`src/hdl/cst_pkg.sv`:
```
// ----------------------------------------------------------------------------
// cst_pkg
// Shared types and constants of the cardinal spline tessellator.
// ----------------------------------------------------------------------------
package cst_pkg;

  localparam int COORD_WIDTH    = 32;
  localparam int TENSION_WIDTH  = 15;
  localparam int STEP_WIDTH     = 16;
  localparam int CFG_DATA_WIDTH = 16;
  localparam int CFG_IDX_WIDTH  = 1;

  localparam logic [CFG_IDX_WIDTH-1:0] REG_TENSION = 1'd0;
  localparam logic [CFG_IDX_WIDTH-1:0] REG_T_STEP  = 1'd1;

  localparam logic [TENSION_WIDTH-1:0] TENSION_RESET = 15'd8192;
  localparam logic [STEP_WIDTH-1:0]    T_STEP_RESET  = 16'd4096;
  localparam logic [STEP_WIDTH-1:0]    MIN_STEP      = 16'd1024;

  typedef logic signed [COORD_WIDTH-1:0] coord_t;

  // one window of four control points, index 3 is the newest
  typedef struct packed {
    coord_t [3:0] x;
    coord_t [3:0] y;
    coord_t [3:0] z;
  } seg_t;

endpackage

```
`src/hdl/cst_front.sv`:
```
// ----------------------------------------------------------------------------
// cst_front
// Takes control points, keeps the last three of a curve and hands each
// complete window of four to the segment queue.
// ----------------------------------------------------------------------------
module cst_front (
  input  logic                  clk,
  input  logic                  rst,
  input  logic                  in_valid,
  output logic                  in_stall,
  input  cst_pkg::coord_t       point_x,
  input  cst_pkg::coord_t       point_y,
  input  cst_pkg::coord_t       point_z,
  input  logic                  start_curve,
  input  logic                  queue_full,
  output logic                  push,
  output cst_pkg::seg_t         seg
);

  logic [1:0]      held;
  logic [1:0]      held_eff;
  logic            accept;
  cst_pkg::coord_t wx [3];
  cst_pkg::coord_t wy [3];
  cst_pkg::coord_t wz [3];

  assign in_stall = queue_full;
  assign accept   = in_valid && !queue_full;
  assign held_eff = start_curve ? 2'd0 : held;
  assign push     = accept && (held_eff == 2'd3);

  always_comb begin
    seg.x = {point_x, wx[2], wx[1], wx[0]};
    seg.y = {point_y, wy[2], wy[1], wy[0]};
    seg.z = {point_z, wz[2], wz[1], wz[0]};
  end

  always_ff @(posedge clk) begin
    if (rst) begin
      held <= 2'd0;
    end else if (accept && held_eff != 2'd3) begin
      held <= held_eff + 2'd1;
    end else if (accept) begin
      held <= held_eff;
    end
  end

  always_ff @(posedge clk) begin
    if (accept) begin
      if (held_eff != 2'd3) begin
        wx[held_eff] <= point_x;
        wy[held_eff] <= point_y;
        wz[held_eff] <= point_z;
      end else begin
        // slide the window by one point
        wx[0] <= wx[1]; wx[1] <= wx[2]; wx[2] <= point_x;
        wy[0] <= wy[1]; wy[1] <= wy[2]; wy[2] <= point_y;
        wz[0] <= wz[1]; wz[1] <= wz[2]; wz[2] <= point_z;
      end
    end
  end

endmodule

```
`config.mk`:
```
export PLATFORM = sky130hd
export DESIGN_NAME = cst_front
export DESIGN_NICKNAME = d
export VERILOG_FILES = /design/src/hdl/cst_pkg.sv /design/src/hdl/cst_front.sv
export SDC_FILE = /design/constraint.sdc
export NUM_CORES = 1
export LEC_CHECK = 0
export BUFFER_PORTS_ARGS = -buffer_cell sky130_fd_sc_hd__buf_2
export CORE_AREA = 5 5 184 186
export DETAILED_ROUTE_END_ITERATION = 6
export DIE_AREA = 0 0 189 191
export SLEW_MARGIN = 0
export SYNTH_ARGS = -nofsm -noshare
export SYNTH_HDL_FRONTEND = slang
export SYNTH_SLANG_ARGS = --single-unit
```
`constraint.sdc`:
```
create_clock -name clk -period 8.3 [get_ports clk]
set_input_delay 0.415 -clock clk [delete_from_list [all_inputs] [get_ports clk]]
set_output_delay 0.415 -clock clk [all_outputs]
set_load 0.01 [all_outputs]
```
==> impl_metrics.tcl <==
set metrics [dict create \
    crit_type "flip-flop to flip-flop" \
    cp_max_fo 51 \
    synth_fp_nets 719 \
    viasPerCell 4.64 \
    grt_pass1_wl_um 42500 \
    fin_crit_ps 3260 \
    grt_max_degree 82 \
    ios 487 \
    drtPass1Iterations 4 \
    clock_path_buffers 3 \
    leakage_nw 6.00 \
    design.core.area_um2 32100 \
    gp_congestion 0.755 \
    vias 6764 \
    max_clock_freq_ghz 0.307 \
    synth_area_um2 11900 \
    yosys-top-cells-area "edfxtp_1 73%, mux2_1 15%, buf_4 6.1%, mux2_2 3.2%, buf_6 1.7%" \
    drv_cap 0 \
    end_kind "flip-flop" \
    skew_ps 9.18 \
    rsz0062_at_grt "no" \
    worstHoldPathCells 2 \
    path_cells "nand4b_4, nand2_4, buf_4" \
    synth_area_per_cell_um2 19.3 \
    ant_nets 0 \
    syn_to_final_growth_pct 26.2 \
    hold_class "primary input to flip-flop" \
    cts_root_buf "clkbuf_16" \
    cts_tree "done" \
    finalHoldViolations 0 \
    drc 0 \
    synth_common_cells "288 x edfxtp_1, 158 x mux2_1, 97 x buf_4" \
    clkTransAtPathRegs_ps 60 \
    htree_levels 1 \
    std_cell_rows 66 \
    met3_usage_pct 4.82 \
    cts_resized 0 \
    max_stage_delay_ps 940 \
    grt_antenna_before_repair 0 \
    nets 1127 \
    worstPathArrival_ps 3440 \
    grt.met2_usage_pct 26.3 \
    numCtsBuffers 31 \
    ys_types 17 \
    fin_tns_setup_ps 0 \
    grt_pass1_vias 6894 \
    grt_use_met1_pct 17.9 \
    first_iter_violations 298 \
    worst_pin_slew_ps 1080 \
    wire_per_inst_um 20.1 \
    insertion_delay_ps 560 \
    cts_num_sinks 290 \
    cts_setup_buffers 0 \
    fin_crit_sh_pct 39.3 \
    whs_ps 56.5 \
    vdd_drop_max_mv 0.168 \
    routed_wirelength_um 29200 \
    antenna_cells 0 \
    netlist_instances 617 \
    port_buffers 486 \
    powerDensity_nw_per_um2 217 \
    cp-start-kind "flip-flop" \
    synth_edf_count 288 \
    ys.warnings.count 0 \
    status "complete, no violations" \
    ys_seq_elements 290 \
    track_usage_pct 15.0 \
    die-width_um 189 \
    async_flop_share_pct 0 \
    yosysTopAreaCellShare_pct 72.6 \
    grt-ovfl-total 0 \
    slew_headroom_pct 28.2 \
    setup_viol 0 \
    drive_gt1_share_pct 55.5 \
    die_h_um 191 \
    yosysSeqAreaShare_pct 72.9 \
    start_util_pct 37.1 \
    dp_hpwl_um 20700 \
    holdBufCountCts 0 \
    rr_worst_depth 3 \
    grt_busiest_layer "met2" \
    synthFlopType "edfxtp_1" \
    drv_slew 0 \
    yosys.cell_count.top_type "edfxtp_1" \
    crit_required_ps 8480 \
    crit_slowest_cell "nand2_4" \
    yosysTopAreaCell "edfxtp_1" \
    dieArea_um2 36100 \
]
## registers in the layout, summed over array words and instances, names as in the netlist
signal,count
held,2
wx,96
wy,96
wz,96
## layout by cell type, fill, tap and decap left out
cell type and count:
clkinv_1 4, ha_1 1, a21oi_1 1, inv_1 1, dfxtp_1 2, a21bo_2 1, clkbuf_16 31, mux2_2 34
clkinv_4 1, nand4b_4 1, nor2_4 2, buf_4 7, edfxtp_1 288, nor2_1 1, nand2_1 2, clkinv_2 9
nor2b_4 1, clkbuf_1 4, clkinvlp_4 1, nor3_1 2, inv_6 1, bufinv_16 6, nand2_4 1, nand2b_1 3
mux2_1 158, buf_2 486
## critical path, delay by kind of cell, from the launching register on
family	cells	cell delay, ps
buf+inv	1	690
simple gates	2	1680
flops	1	400
## layer usage
| metal | part of all wire [%] | wire length (µm) |
|---|---|---|
| met5 | 0 | 0 |
| met4 | 2.3 | 682 |
| met3 | 8.7 | 2550 |
| met2 | 50 | 14500 |
| met1 | 39 | 11500 |
## worst paths after layout
path	startpoint	endpoint	slack, ps
setup / recovery	held[0]	wz[0][2]	5040
hold / removal	rst	held[1]	60
setup reg to reg	held[0]	wz[0][2]	5040
hold reg to reg	wy[2][9]	wy[1][9]	550
## metrics by stage
stage / power [mW] / utilization [%] / std cells / setup WS, ps / instance area [µm²]
2_1_floorplan: 1.79 / - / 617 / 3150 / 11900
3_3_place_gp: 1.87 / 43.5 / 1400 / 4660 / 14000
3_5_place_dp: 1.87 / 43.5 / 1400 / 4620 / 14000
4_1_cts: 3.31 / 46.8 / 1457 / 4950 / 15000
5_1_grt: 3.38 / 46.8 / 1457 / 4760 / 15000
6_report: 3.26 / 46.8 / 1457 / 5040 / 15000
## final cells by class
cell class	count	area [µm²]
Timing Repair Buffer	493	2480
Fill cell	2812	17100
Clock inverter	22	265
Inverter	1	3.75
Multi-Input combinational cell	208	2300
Clock buffer	35	791
Tap cell	408	510
Sequential cell	290	8690
## power by group
group / internal (mW) / switching (mW) / leakage (nW)
clock network: 0.868 / 0.561 / 0.522
logic: 0.0770 / 0.105 / 2.83
registers: 1.64 / 0.00789 / 2.64
total: 2.59 / 0.674 / 6.00
## cells by family (layout without fill, tap and decap cells)
logic type,after synthesis,in the layout,synth area share (%)
flip-flops,290,290,72.9
multiplexers,192,192,18.1
buffers and inverters,119,551,7.97
AND/OR/NAND/NOR,13,13,0.745
AO/OA/AOI/OAI,2,2,0.126
adder cells (fa/ha/maj),1,1,0.105
Note: power is estimated with default switching activity, not from simulation.
