<file path="src/hdl/cst_pkg.sv">
// ----------------------------------------------------------------------------
// cst_pkg
// Shared types and constants of the cardinal spline tessellator.
// ----------------------------------------------------------------------------
package cst_pkg;

  localparam int COORD_WIDTH    = 32;
  localparam int TENSION_WIDTH  = 15;
  localparam int STEP_WIDTH     = 16;
  localparam int CFG_DATA_WIDTH = 16;
  localparam int CFG_IDX_WIDTH  = 1;

  localparam logic [CFG_IDX_WIDTH-1:0] REG_TENSION = 1'd0;
  localparam logic [CFG_IDX_WIDTH-1:0] REG_T_STEP  = 1'd1;

  localparam logic [TENSION_WIDTH-1:0] TENSION_RESET = 15'd8192;
  localparam logic [STEP_WIDTH-1:0]    T_STEP_RESET  = 16'd4096;
  localparam logic [STEP_WIDTH-1:0]    MIN_STEP      = 16'd1024;

  typedef logic signed [COORD_WIDTH-1:0] coord_t;

  // one window of four control points, index 3 is the newest
  typedef struct packed {
    coord_t [3:0] x;
    coord_t [3:0] y;
    coord_t [3:0] z;
  } seg_t;

endpackage

</file>
<file path="src/hdl/cst_queue.sv">
// ----------------------------------------------------------------------------
// cst_queue
// Two-entry queue of segment windows between front and evaluator.
// ----------------------------------------------------------------------------
module cst_queue (
  input  logic          clk,
  input  logic          rst,
  input  logic          push,
  input  cst_pkg::seg_t push_seg,
  input  logic          pop,
  output logic          full,
  output logic          empty,
  output cst_pkg::seg_t head
);

  cst_pkg::seg_t entry [2];
  logic          wr_ptr;
  logic          rd_ptr;
  logic [1:0]    count;

  assign full  = (count == 2'd2);
  assign empty = (count == 2'd0);
  assign head  = entry[rd_ptr];

  always_ff @(posedge clk) begin
    if (push) begin
      entry[wr_ptr] <= push_seg;
    end
  end

  always_ff @(posedge clk) begin
    if (rst) begin
      wr_ptr <= 1'b0;
      rd_ptr <= 1'b0;
      count  <= 2'd0;
    end else begin
      if (push) begin
        wr_ptr <= !wr_ptr;
      end
      if (pop) begin
        rd_ptr <= !rd_ptr;
      end
      if (push && !pop) begin
        count <= count + 2'd1;
      end else if (pop && !push) begin
        count <= count - 2'd1;
      end
    end
  end

  a_count_bound: assert property (@(posedge clk) disable iff (rst) count <= 2'd2)
    else $error("queue count beyond depth");
  a_no_overflow: assert property (@(posedge clk) disable iff (rst) !(push && full))
    else $error("push into full queue");
  a_no_underflow: assert property (@(posedge clk) disable iff (rst) !(pop && empty))
    else $error("pop from empty queue");

endmodule

</file>
<file path="config.mk">
export PLATFORM = sky130hd
export DESIGN_NAME = cst_queue
export DESIGN_NICKNAME = d
export VERILOG_FILES = /design/src/hdl/cst_pkg.sv /design/src/hdl/cst_queue.sv
export SDC_FILE = /design/constraint.sdc
export NUM_CORES = 1
export LEC_CHECK = 0
export BUFFER_PORTS_ARGS = -buffer_cell sky130_fd_sc_hd__buf_2
export CELL_PAD_IN_SITES_DETAIL_PLACEMENT = 0
export CELL_PAD_IN_SITES_GLOBAL_PLACEMENT = 2
export CORE_ASPECT_RATIO = 0.8
export CORE_MARGIN = 1
export CORE_UTILIZATION = 35
export DETAILED_ROUTE_END_ITERATION = 6
export PLACE_DENSITY_LB_ADDON = 0.1
export SLEW_MARGIN = 20
export SYNTH_ARGS = -nofsm -noshare
export SYNTH_HDL_FRONTEND = slang
export SYNTH_SLANG_ARGS = --single-unit
</file>
<file path="constraint.sdc">
create_clock -name clk -period 22.4 [get_ports clk]
set_input_delay 3.36 -clock clk [delete_from_list [all_inputs] [get_ports clk]]
set_output_delay 3.36 -clock clk [all_outputs]
set_load 0.03 [all_outputs]
</file>
==> summary.md <==
| Metric | Value |
|---|---|
| Arrival @ worst endpoint | 3.81 ns |
| Clock Latency Late Sink | 0.61 ns |
| Setup Buffers After CTS | 0 |
| GRT Util Overall | 0.167 |
| FF/Latch Area | 23200 um2 |
| Wire length on met2 | 40.2 mm |
| DR top layer | met5 |
| Clk pwr share | 0.360 |
| Fin crit period | 7.17 ns |
| First-pass GRT wire length | 103 mm |
| Share of post-route cells with drive strength above 1 | 0.608 |
| Via count | 14400 |
| CP Cell Sequence | buf_12 -> buf_4 -> mux2_4 -> buf_2 |
| CTS sink cnt | 773 |
| PostCTS Resize Cnt | 0 |
| Num CTS Buffers | 83 |
| Multi-input logic area | 5790 um2 |
| CTS Buffer Depth | 3 |
| Die area | 85400 um2 |
| Total design power | 3.51 mW |
| PortBufs | 773 |
| Combinational share of power | 0.151 |
| Most common cell after layout, fill and taps aside | buf_2 |
| Final hold violations | 0 |
| Die height | 262 um |
| Syn Nets | 1606 |
| Post-DP HPWL | 51.5 mm |
| Max_cap viols | 0 |
| Crit path largest cell delay | 0.95 ns |
| Skew final | 0.0123 ns |
| Starting Density | 0.356 |
| Cell Pwr Density | 95.1 nW/um2 |
| CTS tree | yes |
| Switching component of the power | 0.895 mW |
| Grt ovf | 0 |
| Clk slew on worst S/H paths | 0.06 ns |
| Initial antenna violation count | 38 |
| Worst VDD drop | 0.0000542 V |
| Final #Nets | 2435 |
| Site row count | 94 |
| Met1 Routed Length | 26.1 mm |
| Slew headroom | 0.217 |
| DR vias/cell | 4.46 |
| Register area share after synthesis | 0.786 |
| Setup-failing EPs final | 0 |
| CTS Hold Buffers Added | 0 |
| F_max | 0.139 GHz |
| GP Congestion | 0.776 |
| Tightest Pin Transition | 1.17 ns |
| Drt wl/cell | 23.0 um |
| Cell variety after synth | 18 |
| Routed met3 length | 5.85 mm |
| Worst-path fanout max | 113 |
| Vias in the first global route | 15000 |
| Drt first pass iters | 4 |
| Commonest cells after routing, fill and taps aside | 773 x buf_2, 768 x edfxtp_1, 360 x mux2_4 |
| Area of the mapped netlist | 29500 um2 |
| Flop pwr share | 0.489 |
| Sw Share | 0.255 |
| Remaining DRCs | 0 |
| Crit end category | output pin |
| Synth warn | 0 |
| Largest net degree at the start of global routing | 158 |
| Area delta synth->final | 25.3% |
| Ports | 774 |
| Crit path buf inv count | 3 |
| Antenna viol nets, final | 0 |
| Root buf cell | clkbuf_16 |
| Tcrit/Tclk final | 0.320 |
| CP Class | reg2out |
| CP required | 19.04 ns |
| Int Pwr | 2.62 mW |
| Family with the most delay on the worst path | buffers and inverters |
| Core area | 82800 um2 |
| Slowest-stage cell, CP | buf_4 |
| Hold crit path type | reg2reg |
| Yosys reg bits | 773 |
| Slew Limit Fails | 0 |
| Chip width | 326 um |
| H-tree levels | 3 |
| Cell count after synthesis | 1217 |
| Leak pwr | 14.5 nW |
| Worst setup SP type | flop |
| Outcome | finished, final reports clean |
| RSZ-0062 raised after global routing | no |
| Fillcell total | 7363 |
| Setup_tns | 0 ns |
| Avg Inst Size Synth | 24.2 um2 |
| Final wirelength | 74.5 mm |
| Initial drt markers | 699 |
## logic make-up (layout without fill, tap and decap cells)
kind of cell,count (synthesis),count (layout),share of synthesized area
xor gates and xnor gates,4,4,0.00119
adders and majority gates,1,1,0.000424
muxes,384,384,0.193
and+or+nand+nor,9,9,0.00149
DFF,773,773,0.786
other,0,24,0
AOI/OAI and AO/OA,2,2,0.000339
buffers and inverters,44,938,0.0181
## worst register-to-register path, delay by kind of cell, from the launching register on
family	cells	cell delay, ns
buf+inv	2	1.88
simple gates	1	0.67
flops	1	0.41
## path summary, 6_finish.rpt
check | start | slack (ns) | depth (start not counted) | endpoint
max | flop | 15.23 | 4 | head[258]
max reg2reg | wr_ptr$_SDFFE_PP0P_ | 18.99 | 3 | entry[1][150]$_DFFE_PP_
min reg2reg | count[1]$_SDFFE_PP0P_ | 0.51 | 2 | count[1]$_SDFFE_PP0P_
min | count[1]$_SDFFE_PP0P_ | 0.51 | 2 | count[1]$_SDFFE_PP0P_
## layer usage
metal  up-vias  track usage
li1       6578            -
met1      7239        0.177
met2       450        0.302
met3       149       0.0620
met4        30       0.0640
met5         -            0
## power by group through the flow
stage	sequential (mW)	clock, mW	combinational (mW)
4_1_cts	1.72	1.32	0.542
5_1_grt	1.72	1.36	0.559
3_5_place_dp	1.75	0	0.540
3_3_place_gp	1.75	0	0.537
2_1_floorplan	1.78	0	0.380
6_report	1.72	1.27	0.529
## per-stage QoR
stage / instance area, um2 / worst slack (ns) / hold slack (ns) / instances / util
floorplan: 29500 / 1.37 / 0.461 / 1217 / -
global placement: 34300 / 15.74 / 0.479 / 3064 / 0.415
detailed placement: 34300 / 15.71 / 0.503 / 3064 / 0.415
CTS: 36800 / 15.03 / 0.513 / 3214 / 0.445
global route: 36900 / 14.97 / 0.543 / 3227 / 0.446
finish: 36900 / 15.23 / 0.509 / 3239 / 0.446
## cell type report
| type | instances | area share |
|---|---|---|
| timing repair buffer | 787 | 0.109 |
| clock inverter | 41 | 0.00681 |
| tap | 1104 | 0.0374 |
| multi-input combinational | 400 | 0.157 |
| sequential | 773 | 0.627 |
| clock buffer | 109 | 0.0606 |
| inverter | 1 | 0.000102 |
| antenna | 24 | 0.00163 |
## sequential cells by signal, indices dropped and copies added, names as in the netlist, named ones only
name and flops:
count 2, entry 768, rd_ptr 1, wr_ptr 1
## synth_stat cells
master,instances,area share
inv_1,1,0.00013
mux2_2,24,0.0092
buf_8,11,0.0056
or3_1,1,0.00021
o21ai_0,1,0.00017
buf_6,28,0.011
buf_12,2,0.0014
a21oi_1,1,0.00017
xor2_1,2,0.00059
dfxtp_1,5,0.0034
nor2_1,5,0.00064
ha_1,1,0.00042
edfxtp_1,768,0.78
mux2_4,360,0.18
xnor2_1,2,0.00059
and2_1,1,0.00021
buf_2,2,0.00034
nor2b_1,2,0.00042
Note: power is estimated with default switching activity, not from simulation.
